[config.mk]
export PLATFORM = sky130hd
export DESIGN_NAME = key_value_strings_tokenizer
export DESIGN_NICKNAME = d
export VERILOG_FILES = /design/src/kvst_pkg.sv /design/src/kvst_step.sv /design/src/key_value_strings_tokenizer.sv
export SDC_FILE = /design/constraint.sdc
export NUM_CORES = 1
export LEC_CHECK = 0
export ABC_AREA = 1
export ABC_CLOCK_PERIOD_IN_PS = 2650
export BUFFER_PORTS_ARGS = -buffer_cell sky130_fd_sc_hd__buf_2
export CORE_MARGIN = 2
export CORE_UTILIZATION = 55
export DETAILED_ROUTE_END_ITERATION = 12
export GPL_TIMING_DRIVEN = 0
export PLACE_DENSITY = 0.79
export SLEW_MARGIN = 25
export SYNTH_ARGS = -nofsm -noshare
export SYNTH_HDL_FRONTEND = slang
export SYNTH_SLANG_ARGS = --single-unit
[constraint.sdc]
create_clock -name clk_i -period 2.65 [get_ports clk_i]
set_input_delay 0.3975 -clock clk_i [delete_from_list [all_inputs] [get_ports clk_i]]
set_output_delay 0.3975 -clock clk_i [all_outputs]
set_load 0.01 [all_outputs]
[src/kvst_pkg.sv]
`timescale 1ns / 1ps

package kvst_pkg;

  // Parser state codes
  localparam logic [2:0] ST_WS         = 3'd0;
  localparam logic [2:0] ST_COMMENT    = 3'd1;
  localparam logic [2:0] ST_KEY        = 3'd2;
  localparam logic [2:0] ST_AFTER_KEY  = 3'd3;
  localparam logic [2:0] ST_BEFORE_VAL = 3'd4;
  localparam logic [2:0] ST_VAL        = 3'd5;
  localparam logic [2:0] ST_AFTER_VAL  = 3'd6;

  // Event codes
  localparam logic [1:0] EV_NONE = 2'd0;
  localparam logic [1:0] EV_KEY  = 2'd1;
  localparam logic [1:0] EV_VAL  = 2'd2;
  localparam logic [1:0] EV_DONE = 2'd3;

  // Error codes
  localparam logic [2:0] ERR_NONE         = 3'd0;
  localparam logic [2:0] ERR_BAD_CHAR     = 3'd1;
  localparam logic [2:0] ERR_KEY_NEWLINE  = 3'd2;
  localparam logic [2:0] ERR_AFTER_KEY    = 3'd3;
  localparam logic [2:0] ERR_BEFORE_VALUE = 3'd4;
  localparam logic [2:0] ERR_VAL_NEWLINE  = 3'd5;
  localparam logic [2:0] ERR_AFTER_VALUE  = 3'd6;

  // Special characters
  localparam logic [7:0] CH_SLASH = 8'h2F;
  localparam logic [7:0] CH_STAR  = 8'h2A;
  localparam logic [7:0] CH_QUOTE = 8'h22;
  localparam logic [7:0] CH_EQUAL = 8'h3D;
  localparam logic [7:0] CH_SEMI  = 8'h3B;
  localparam logic [7:0] CH_LF    = 8'h0A;

  typedef struct packed {
    logic [2:0] parser_state;
    logic       match_index;
  } kvst_state_t;

  typedef struct packed {
    logic [1:0] event_kind;
    logic [7:0] out_byte;
    logic [2:0] error_code;
  } kvst_result_t;

endpackage

[src/kvst_step.sv]
`timescale 1ns / 1ps

module kvst_step (
  input  kvst_pkg::kvst_state_t  state_i,
  input  logic [7:0]             in_byte_i,
  input  logic                   first_byte_i,
  output kvst_pkg::kvst_state_t  state_o,
  output kvst_pkg::kvst_result_t result_o
);
  import kvst_pkg::*;

  kvst_state_t cur;
  logic        is_ws;

  // Restart at whitespace on the first byte of a file
  always_comb begin
    cur = state_i;
    if (first_byte_i) begin
      cur.parser_state = ST_WS;
      cur.match_index  = 1'b0;
    end
  end

  // C-locale whitespace: space, tab, LF, VT, FF, CR
  assign is_ws = in_byte_i inside {8'h20, [8'h09:8'h0D]};

  // Advance the parser by one byte
  always_comb begin
    state_o             = cur;
    state_o.match_index = 1'b0;
    result_o.event_kind = EV_NONE;
    result_o.out_byte   = 8'h00;
    result_o.error_code = ERR_NONE;
    case (cur.parser_state)
      ST_COMMENT: begin
        if (cur.match_index && in_byte_i == CH_SLASH) begin
          state_o.parser_state = ST_WS;
        end else if (!cur.match_index && in_byte_i == CH_STAR) begin
          state_o.match_index = 1'b1;
        end
      end
      ST_KEY: begin
        if (in_byte_i == CH_QUOTE) begin
          state_o.parser_state = ST_AFTER_KEY;
        end else if (in_byte_i == CH_LF) begin
          result_o.error_code = ERR_KEY_NEWLINE;
        end else begin
          result_o.event_kind = EV_KEY;
          result_o.out_byte   = in_byte_i;
        end
      end
      ST_AFTER_KEY: begin
        if (in_byte_i == CH_EQUAL) begin
          state_o.parser_state = ST_BEFORE_VAL;
        end else if (!is_ws) begin
          result_o.error_code = ERR_AFTER_KEY;
        end
      end
      ST_BEFORE_VAL: begin
        if (in_byte_i == CH_QUOTE) begin
          state_o.parser_state = ST_VAL;
        end else if (!is_ws) begin
          result_o.error_code = ERR_BEFORE_VALUE;
        end
      end
      ST_VAL: begin
        if (in_byte_i == CH_QUOTE) begin
          state_o.parser_state = ST_AFTER_VAL;
        end else if (in_byte_i == CH_LF) begin
          result_o.error_code = ERR_VAL_NEWLINE;
        end else begin
          result_o.event_kind = EV_VAL;
          result_o.out_byte   = in_byte_i;
        end
      end
      ST_AFTER_VAL: begin
        if (in_byte_i == CH_SEMI) begin
          state_o.parser_state = ST_WS;
          result_o.event_kind  = EV_DONE;
        end else if (!is_ws) begin
          result_o.error_code = ERR_AFTER_VALUE;
        end
      end
      default: begin
        // whitespace, and the unused code folds into it
        state_o.parser_state = ST_WS;
        if (cur.match_index) begin
          if (in_byte_i == CH_STAR) begin
            state_o.parser_state = ST_COMMENT;
          end else begin
            result_o.error_code = ERR_BAD_CHAR;
          end
        end else if (is_ws) begin
          state_o.parser_state = ST_WS;
        end else if (in_byte_i == CH_SLASH) begin
          state_o.match_index = 1'b1;
        end else if (in_byte_i == CH_QUOTE) begin
          state_o.parser_state = ST_KEY;
        end else begin
          result_o.error_code = ERR_BAD_CHAR;
        end
      end
    endcase
  end

endmodule

[src/key_value_strings_tokenizer.sv]
`timescale 1ns / 1ps

// Byte-serial tokenizer for "key" = "value"; entries with block comments.
// Input channel: in_valid_i / in_stall_o carry one file byte per request,
// with first_byte_i set on the first byte of a file to restart the parser.
// Output channel: out_valid_o / out_stall_i carry exactly one result per
// input request: event kind (nothing, key byte, value byte, entry complete),
// the key or value byte, and an error code.
// The result is registered and shown in the cycle after the byte is taken.
// Throughput: one byte per cycle while the receiver does not stall; the
// parser state and the result register are both updated in the same
// cycle by one pass of the next-state logic. The next byte is taken
// while the output register is empty or is being emptied in the same
// cycle. When the receiver stalls, the result is held and the input
// is stalled until the result is taken; no result is dropped or repeated.
// Reset puts the parser in the whitespace state, clears the pending
// slash/star flag and empties the output register.
module key_value_strings_tokenizer (
  input  logic       clk_i,
  input  logic       rst_ni,
  input  logic       in_valid_i,
  output logic       in_stall_o,
  input  logic [7:0] in_byte_i,
  input  logic       first_byte_i,
  output logic       out_valid_o,
  input  logic       out_stall_i,
  output logic [1:0] event_kind_o,
  output logic [7:0] out_byte_o,
  output logic [2:0] error_code_o
);
  import kvst_pkg::*;

  kvst_state_t  state_q, state_d;
  kvst_result_t result_q, result_d;
  logic         out_valid_q;
  logic         in_accept;

  // Take a request whenever the output register is free this cycle
  assign in_stall_o = out_valid_q & out_stall_i;
  assign in_accept  = in_valid_i & ~in_stall_o;

  kvst_step u_step (
    .state_i      (state_q),
    .in_byte_i    (in_byte_i),
    .first_byte_i (first_byte_i),
    .state_o      (state_d),
    .result_o     (result_d)
  );

  // Advance parser state on each accepted byte
  always_ff @(posedge clk_i or negedge rst_ni) begin
    if (!rst_ni) begin
      state_q.parser_state <= ST_WS;
      state_q.match_index  <= 1'b0;
      out_valid_q          <= 1'b0;
    end else begin
      if (in_accept) begin
        state_q <= state_d;
      end
      if (in_accept) begin
        out_valid_q <= 1'b1;
      end else if (!out_stall_i) begin
        out_valid_q <= 1'b0;
      end
    end
  end

  // Load the result register; hold it while stalled
  always_ff @(posedge clk_i) begin
    if (in_accept) begin
      result_q <= result_d;
    end
  end

  assign out_valid_o  = out_valid_q;
  assign event_kind_o = result_q.event_kind;
  assign out_byte_o   = result_q.out_byte;
  assign error_code_o = result_q.error_code;

endmodule

==> flow_metrics.py, run 1 <==
metrics = {
    "grt": {
        "grt_antenna_before_repair": 0,
        "grt.total_usage": 0.215,
        "first_global_vias": 1009,
        "globalRouteMet3Util": 0.0238,
        "global_route.usage.met1": 0.287,
        "grt_max_degree": 19,
        "use_met2": 0.342,
        "grt_pass1_wl_um": 4170,
        "busiest_layer": "met2",
        "overflow_after_grt": 0,
    },
    "synth": {
        "synthCells": 157,
        "synth_xor_xnor_area_share": 0,
        "postSynthRegisterBits": 18,
        "synthesized_area_fraction_occupied_by_ao_oa_aoi_and_oai_cells": 0.0559,
        "synthesis.area_um2": 1190,
        "count_of_distinct_cell_types_in_the_synthesized_netlist": 17,
        "synth_top_cell_area_share": 0.329,
        "fraction_of_the_mapped_netlist_area_in_adder_cells": 0,
        "synth_simple_gate_area_frac": 0.446,
        "netlist.top_cell.by_area": "edfxtp_1",
        "synth_fp_nets": 170,
        "yosysWarningCount": 0,
        "synth_mux_area_frac": 0,
        "yosysSeqAreaShare": 0.435,
        "main_combinational_cell_family_by_area_after_synthesis": "simple AND/OR/NAND/NOR gates",
        "synthesized_area_per_cell_um2": 7.56,
        "synth_area_leaders": "edfxtp_1 (33%), nand2_1 (15%), dfrtp_1 (11%), nor2_2 (6.9%), nor2_1 (6.3%)",
    },
    "clocking": {
        "clkLatencyLatePin_ps": 290,
        "cts.clk_slew.worst_paths_ps": 110,
        "cts_tree": "built",
        "postCtsSetupRepairBufs": 0,
        "cts_num_sinks": 18,
        "cts_buffer_depth": 2,
        "cts_hold_repair.buffers": 1,
        "htree_levels": 1,
        "cts_root_buf": "clkbuf_4",
        "numCtsBuffers": 3,
        "post_cts_resized": 0,
    },
    "route": {
        "total_wire_length_um": 2410,
        "via_count": 1139,
        "routedWlPerCell_um": 11.2,
        "first_iter_violations": 30,
        "post-route-drc-count": 0,
        "drt.antenna.violating_nets": 0,
        "detail_route.vias_per_cell": 5.27,
        "detailedRoute.firstPassIterationCount": 4,
    },
    "floorplanning": {
        "die_outline_area_um2": 2540,
        "ios": 28,
        "dieWidth_um": 50.4,
        "row_count": 16,
        "initial_standard_cell_utilization_of_the_core": 0.593,
        "die_height_um": 50.4,
        "floorplan.core_area_um2": 2000,
    },
    "timing": {
        "final.period_utilization": 0.651,
        "fin_setup_tns_ps": 0,
        "fin_crit_ps": 1720,
        "fmax_mhz": 580,
        "max_slew.worst_pin.slew_ps": 833,
        "finalSetupViolCount": 0,
        "timing_hold_violations_final": 0,
        "maxSlewViolCount": 0,
        "grt_setup_unrepaired": "false",
        "clock_skew_after_layout_ps": 5.27,
        "maxSlewHeadroom": 0.444,
        "final_critical_path_setup_slack_ps": 926,
    },
    "power_and_ir_drop": {
        "power_density_cells_nw_per_um2": 396,
        "irDropWorstVdd_v": 0.000280,
        "power_total_w": 0.000552,
        "static-leakage-power_nw": 0.653,
    },
    "critical_path": {
        "timing.critical_path.slowest_stage_cell": "nor2_2",
        "timing.critical_path.fanout_max": 18,
        "required_time_at_the_endpoint_of_the_critical_path_ps": 2880,
        "critPathCaptureType": "flop",
        "timing.reg2reg.worst_path_depth": 7,
        "number_of_logic_stages_on_the_critical_path_including_buffering": 7,
        "timing.critical_path.slowest_cell_delay_ps": 630,
        "worst_path_dominant_cell_family": "simple AND/OR/NAND/NOR gates",
        "critical_path_cell_list": "nand2_1, inv_1, nor2_2, inv_1, nor2_1, nand2_1, nand3_1",
        "reg2reg_slack_ps": 930,
        "reg2reg_to": "state_q[2]",
        "worst_ep_arrival_time_ps": 1960,
        "worstPathBufferInverterCount": 2,
        "crit-reg2reg-launch": "out_valid_o",
        "startpoint_type": "flop",
        "timing.setup.critical_path_class": "reg -> reg",
        "critPathLaunch": "out_valid_o",
    },
    "place": {
        "placed_cells_incl_taps": 211,
        "place_worst_setup_slack_ps": 808,
        "placed_area_um2": 1360,
        "half_perimeter_wire_length_after_detailed_placement_um": 1930,
        "gp_routability_congestion": 0.928,
        "port-buffer-count": 27,
    },
    "hold_path": {
        "hp-start": "in_valid_i",
        "worstHoldPathCells": 3,
        "holdPathEnd": "out_valid_o",
        "hold_path_class": "in -> reg",
    },
    "layout": {
        "finalInstanceArea_um2": 1390,
        "antenna_cells_inserted": 0,
        "finalNonFillerCells": 216,
        "post_route_cells_drive_above_1_share": 0.323,
        "layout_net_count": 203,
        "syn_to_final_growth_pct": 17.5,
    },
    "status": {
        "status": "complete, no violations",
    },
    "run": {
        "cap_violations": 0,
    },
}
-- metrics by stage --
stage	hold WS [ps]	utilization
after floorplan	102	-
after global placement	215	0.677
after detailed placement	224	0.678
after CTS	311	0.696
after global routing	312	0.696
final	311	0.696
-- cell usage after synthesis --
| master | number |
|---|---|
| nand2_1 | 47 |
| nor2_1 | 20 |
| inv_1 | 15 |
| nand3_1 | 14 |
| edfxtp_1 | 13 |
| nor2_2 | 13 |
| nor2_4 | 6 |
| o21ai_0 | 6 |
| dfrtp_1 | 5 |
| inv_2 | 5 |
| a21oi_1 | 4 |
| nand2_2 | 3 |
| nand4_1 | 2 |
| nand3_2 | 1 |
| nand3b_1 | 1 |
| nor3_2 | 1 |
| o21ai_4 | 1 |
-- flip-flops by register name, summed over array words and instances (netlist names) --
| name | cells |
|---|---|
| out_byte_o | 8 |
| state_q | 4 |
| error_code_o | 3 |
| event_kind_o | 2 |
| out_valid_o | 1 |
-- tightest hold or removal path, delay by kind of cell --
| kind | cells | cell delay (ps) |
|---|---|---|
| simple gates | 1 | 60 |
| buf+inv | 2 | 120 |
-- cells by family (layout without fill, tap and decap cells) --
logic type | count (synthesis) | in the layout
buffers and inverters | 20 | 52
AND/OR/NAND/NOR | 108 | 108
AO/OA/AOI/OAI | 11 | 11
flip-flops | 18 | 18
-- worst max-delay path by stage --
stage / end / slack [ps]
2_1_floorplan: state_q[0] / 840
3_3_place_gp: state_q[0] / 430
3_5_place_dp: state_q[0] / 810
4_1_cts: state_q[2] / 920
5_1_grt: state_q[0] / 730
6_report: state_q[2] / 930
-- layout make-up --
cell class,count,area (um^2)
clock inverter,1,3.75
clock buffer,3,22.5
multi-input combinational,119,598
inverter,20,75.1
fill,160,608
timing repair buffer,28,145
sequential,18,515
tap,27,33.8
-- placed cells by master (no fill, tap or decap), types with 2 or more instances in the layout --
master,count
edfxtp_1,13
a21oi_1,4
nand4_1,2
nor2_2,14
inv_2,5
clkbuf_4,3
nand2_2,3
o21ai_0,6
nand2_1,47
nand3_1,14
inv_1,15
nor2_4,6
nor2_1,19
dfrtp_1,5
buf_2,27
-- power by group --
| part | total [W] | switching, W | internal [W] |
|---|---|---|---|
| Sequential | 0.000320 | 0.00000587 | 0.000315 |
| Combinational | 0.0000901 | 0.0000604 | 0.0000297 |
| Clock | 0.000142 | 0.0000871 | 0.0000547 |
-- per-layer routing --
metal | part of all wire | up-vias
met3 | 0.069 | 13
li1 | - | 564
met5 | 0 | -
met4 | 0.034 | 0
met2 | 0.48 | 57
met1 | 0.42 | 505
Power figures use the tool's default switching activity.
==> run 2: changes to the inputs <==
Settings changed: ABC_CLOCK_PERIOD_IN_PS 2650 to 1400, CORE_UTILIZATION 55 to 47, PLACE_DENSITY 0.79 to 0.72.
Clock period 2.65 ns to 1.4 ns, I/O delays scaled along.
==> flow_metrics.py, run 2 (synthesis results as in run 1) <==
metrics = {
    "clocking": {
        "cts.clk_slew.worst_paths_ps": 100,
        "cts_root_buf": "clkbuf_4",
        "clkLatencyLatePin_ps": 290,
        "cts_num_sinks": 18,
        "htree_levels": 1,
        "cts_tree": "built",
        "numCtsBuffers": 3,
        "cts_buffer_depth": 2,
    },
    "route": {
        "routedWlPerCell_um": 11.6,
        "first_iter_violations": 36,
        "total_wire_length_um": 2580,
        "detailedRoute.firstPassIterationCount": 4,
        "detail_route.vias_per_cell": 4.94,
        "via_count": 1096,
        "post-route-drc-count": 0,
        "drt.antenna.violating_nets": 0,
    },
    "grt": {
        "grt_antenna_before_repair": 0,
        "grt.total_usage": 0.189,
        "grt_pass1_wl_um": 4020,
        "overflow_after_grt": 0,
        "first_global_vias": 993,
        "grt_max_degree": 18,
    },
    "timing": {
        "finalSetupViolCount": 0,
        "fmax_mhz": 737,
        "grt_setup_unrepaired": "true",
        "timing_hold_violations_final": 0,
        "fin_setup_tns_ps": 0,
        "clock_skew_after_layout_ps": 3.26,
        "maxSlewHeadroom": 0.785,
        "final.period_utilization": 0.969,
        "max_slew.worst_pin.slew_ps": 321,
        "maxSlewViolCount": 0,
        "fin_crit_ps": 1360,
    },
    "critical_path": {
        "timing.reg2reg.worst_path_depth": 6,
        "startpoint_type": "flop",
        "reg2reg_slack_ps": 40,
        "crit-reg2reg-launch": "state_q[3]",
        "worst_ep_arrival_time_ps": 1410,
        "timing.critical_path.fanout_max": 8,
        "critPathLaunch": "state_q[3]",
        "required_time_at_the_endpoint_of_the_critical_path_ps": 1450,
        "timing.critical_path.slowest_stage_cell": "dfrtp_1",
        "timing.setup.critical_path_class": "reg -> reg",
        "timing.critical_path.slowest_cell_delay_ps": 390,
        "critPathCaptureType": "flop",
        "reg2reg_to": "out_byte_o[2]",
        "worstPathBufferInverterCount": 3,
        "critical_path_cell_list": "inv_2, nand4_1, inv_1, o21ai_4, buf_12, nor2_2",
        "worst_path_dominant_cell_family": "flip-flops",
    },
    "run": {
        "cap_violations": 0,
    },
    "hold_path": {
        "worstHoldPathCells": 3,
        "hold_path_class": "in -> reg",
        "holdPathEnd": "out_valid_o",
        "hp-start": "out_stall_i",
    },
    "layout": {
        "post_route_cells_drive_above_1_share": 0.344,
        "fin_util": 0.599,
        "syn_to_final_growth_pct": 22.8,
        "antenna_cells_inserted": 0,
        "largest_reg_flops": 8,
        "mostFrequentLayoutCell": "nand2_1",
        "layout_net_count": 206,
        "final_cell_mix": "nand2_1 (47), buf_2 (27), nor2_1 (19)",
    },
    "floorplanning": {
        "die_height_um": 54.2,
        "floorplan.core_area_um2": 2430,
        "dieWidth_um": 54.2,
        "initial_standard_cell_utilization_of_the_core": 0.488,
        "ios": 28,
        "row_count": 18,
        "die_outline_area_um2": 2940,
    },
    "power_and_ir_drop": {
        "power_density_cells_nw_per_um2": 725,
        "sw_frac_of_total": 0.276,
        "power.clock.fraction": 0.250,
        "combinationalPowerShare": 0.174,
        "power_total_w": 0.00106,
        "sequentialPowerShare": 0.576,
        "sw_power_w": 0.000291,
        "irDropWorstVdd_v": 0.000488,
        "cellInternalPower_w": 0.000765,
        "static-leakage-power_nw": 0.679,
    },
    "place": {
        "half_perimeter_wire_length_after_detailed_placement_um": 1970,
        "port-buffer-count": 27,
        "gp_routability_congestion": 0.946,
    },
    "status": {
        "status": "complete, no violations",
    },
}
-- run 2: power groups by stage --
stage	Combinational, W	Sequential [W]	Clock (W)
finish	0.000184	0.000608	0.000264
detailed placement	0.000169	0.000619	0
floorplan	0.0000916	0.000628	0
global placement	0.000164	0.000617	0
CTS	0.000181	0.000607	0.000276
global route	0.000206	0.000611	0.000292
-- run 2: final cells by class --
class / instances / area, um^2
fillers: 223 / 976
clock buffers: 3 / 22.5
clock inverters: 1 / 3.75
repair buffers: 31 / 193
inverters: 20 / 75.1
flip-flops and latches: 18 / 517
well taps: 30 / 37.5
multi-input cells: 119 / 608
-- run 2: what timing repair did --
action	4_1_cts	5_1_grt
setup buffers	1	2
endpoints found under the hold margin	5	0
endpoints found under the setup margin	11	10
cloned	0	0
gates resized for setup	0	3
pin swaps	2	1
hold buffers	1	0
-- run 2: metrics by stage --
| step | cell area, um^2 | setup slack (ps) | hold WS, ps | instances |
|---|---|---|---|---|
| floorplan | 1190 | 102 | -85.6 | 157 |
| global placement | 1370 | -57.3 | 27.2 | 214 |
| detailed placement | 1370 | -98.6 | 30.5 | 214 |
| CTS | 1420 | 13.8 | 125 | 220 |
| global route | 1460 | -33.9 | 136 | 222 |
| finish | 1460 | 43.8 | 126 | 222 |
-- run 2: worst min-delay path: cells and delay by family --
family | cells | cell delay, ps
AND/OR/NAND/NOR | 2 | 100
buffers and inverters | 1 | 70
-- run 2: how the worst max path moves through the flow --
| stage | to | cells past startpoint |
|---|---|---|
| 2_1_floorplan | state_q[0] | 7 |
| 3_3_place_gp | error_code_o[0] | 9 |
| 3_5_place_dp | error_code_o[0] | 9 |
| 4_1_cts | out_byte_o[4] | 5 |
| 5_1_grt | error_code_o[0] | 7 |
| 6_report | out_byte_o[2] | 6 |
-- run 2: metal layers --
metal,share of wire,track usage,vias to the layer above
li1,-,-,572
met1,0.44,0.246,493
met2,0.49,0.305,27
met3,0.056,0.0410,4
met4,0.012,0.0750,0
met5,0,0,-
==> run 3: changes to the inputs <==
--- a/config.mk
+++ b/config.mk
@@ -13,3 +13,2 @@
 export DETAILED_ROUTE_END_ITERATION = 12
-export GPL_TIMING_DRIVEN = 0
 export PLACE_DENSITY = 0.72
==> constraint.sdc (replaced) <==
create_clock -name clk_i -period 1.4 [get_ports clk_i]
set_input_delay 0.07 -clock clk_i [delete_from_list [all_inputs] [get_ports clk_i]]
set_output_delay 0.07 -clock clk_i [all_outputs]
set_load 0.01 [all_outputs]
==> flow_metrics.py, run 3 (synthesis results as in run 1) <==
metrics = {
    "hold_path": {
        "hp-start": "in_byte_i[7]",
        "hold_path_class": "in -> reg",
        "holdPathEnd": "out_byte_o[7]",
        "worstHoldPathCells": 3,
    },
    "grt": {
        "grt.total_usage": 0.204,
        "overflow_after_grt": 0,
        "busiest_layer": "met2",
        "grt_max_degree": 14,
        "global_route.usage.met1": 0.247,
        "first_global_vias": 1035,
        "grt_antenna_before_repair": 0,
        "grt_pass1_wl_um": 4310,
        "globalRouteMet3Util": 0.0246,
        "use_met2": 0.369,
    },
    "layout": {
        "finalNonFillerCells": 230,
        "final_cell_mix": "nand2_1 (46), buf_2 (27), nor2_1 (18)",
        "syn_to_final_growth_pct": 28.0,
        "antenna_cells_inserted": 0,
        "mostFrequentLayoutCell": "nand2_1",
        "post_route_cells_drive_above_1_share": 0.385,
        "layout_net_count": 214,
        "n_fill_cell": 226,
        "largest_reg_flops": 8,
    },
    "timing": {
        "maxSlewHeadroom": 0.776,
        "max_slew.worst_pin.slew_ps": 335,
        "maxSlewViolCount": 0,
        "finalSetupViolCount": 0,
        "final_critical_path_setup_slack_ps": 76.8,
        "clock_skew_after_layout_ps": 2.98,
        "grt_setup_unrepaired": "true",
        "fin_crit_ps": 1320,
        "fmax_mhz": 756,
        "timing_hold_violations_final": 0,
        "final.period_utilization": 0.945,
    },
    "critical_path": {
        "timing.setup.critical_path_class": "reg -> reg",
        "reg2reg_slack_ps": 80,
        "critPathCaptureType": "flop",
        "timing.critical_path.fanout_max": 6,
        "timing.reg2reg.worst_path_depth": 6,
        "startpoint_type": "flop",
        "crit-reg2reg-launch": "state_q[1]",
        "worst_ep_arrival_time_ps": 1390,
        "required_time_at_the_endpoint_of_the_critical_path_ps": 1470,
        "reg2reg_to": "out_byte_o[3]",
    },
    "clocking": {
        "clkLatencyLatePin_ps": 290,
        "numCtsBuffers": 3,
        "cts_num_sinks": 18,
        "cts_root_buf": "clkbuf_4",
        "cts_tree": "built",
        "htree_levels": 1,
        "cts_buffer_depth": 2,
        "cts.clk_slew.worst_paths_ps": 110,
    },
    "power_and_ir_drop": {
        "power_density_cells_nw_per_um2": 706,
        "static-leakage-power_nw": 0.707,
        "irDropWorstVdd_v": 0.000437,
    },
    "floorplanning": {
        "initial_standard_cell_utilization_of_the_core": 0.488,
        "die_height_um": 54.2,
        "floorplan.core_area_um2": 2430,
        "dieWidth_um": 54.2,
        "ios": 28,
        "die_outline_area_um2": 2940,
        "row_count": 18,
    },
    "route": {
        "routedWlPerCell_um": 11.5,
        "total_wire_length_um": 2650,
        "via_count": 1170,
        "first_iter_violations": 36,
        "detail_route.vias_per_cell": 5.09,
        "post-route-drc-count": 0,
        "drt.antenna.violating_nets": 0,
        "detailedRoute.firstPassIterationCount": 4,
    },
    "run": {
        "cap_violations": 0,
    },
    "place": {
        "gp_routability_congestion": 0.933,
        "half_perimeter_wire_length_after_detailed_placement_um": 2110,
        "port-buffer-count": 27,
        "placed_cells_incl_taps": 217,
        "place_worst_setup_slack_ps": -22.4,
    },
    "status": {
        "status": "complete, no violations",
    },
}
## run 3: per-stage QoR
stage	instance area, um^2	power, W	utilization	hold WS [ps]	TNS [ps]
6_report	1520	0.00107	0.624	93.7	0
5_1_grt	1520	0.00112	0.624	107	-6.18
4_1_cts	1460	0.00107	0.599	86.8	0
3_5_place_dp	1400	0.000802	0.576	-113	-24.5
3_3_place_gp	1400	0.000795	0.576	-113	0
2_1_floorplan	1190	0.000720	-	-226	0
## run 3: power by group
| group | total, W | internal [W] | switching (W) |
|---|---|---|---|
| logic | 0.000194 | 0.0000736 | 0.000120 |
| clock network | 0.000270 | 0.000104 | 0.000166 |
| registers | 0.000608 | 0.000596 | 0.0000120 |
## run 3: metal layers
layer / share of wire / wire length [um]
met1: 0.40 / 1070
met2: 0.52 / 1380
met3: 0.049 / 130
met4: 0.025 / 66
met5: 0 / 0
## run 3: critical path, cell delays in order (launching register included)
cell and delay, ps:
dfrtp_2 440, inv_1 80, nand4_1 120, inv_2 80
o21ai_4 170, buf_4 170, nor2_2 40
## run 3: cell type report
type	count	area, um^2	area share
multi-input cells	119	617	0.406
flip-flops and latches	18	517	0.340
repair buffers	39	245	0.162
inverters	20	75.1	0.0495
well taps	30	37.5	0.0247
clock buffers	3	22.5	0.0148
clock inverters	1	3.75	0.00247
## run 3: worst max path at each step
stage,slack [ps],end,from
2_1_floorplan,100,state_q[0],out_valid_o
3_3_place_gp,50,error_code_o[0],in_byte_i[7]
3_5_place_dp,-20,error_code_o[0],in_byte_i[7]
4_1_cts,10,out_byte_o[6],state_q[2]
5_1_grt,-6,error_code_o[0],state_q[3]
6_report,80,out_byte_o[3],state_q[1]
## run 3: timing repair
action | 4_1_cts | 5_1_grt
hold buffers | 3 | 0
gates cloned | 0 | 0
setup endpoints to repair | 1 | 12
setup buffers | 0 | 6
gates resized for setup | 0 | 7
pin swaps | 1 | 2
endpoints found under the hold margin | 6 | 0
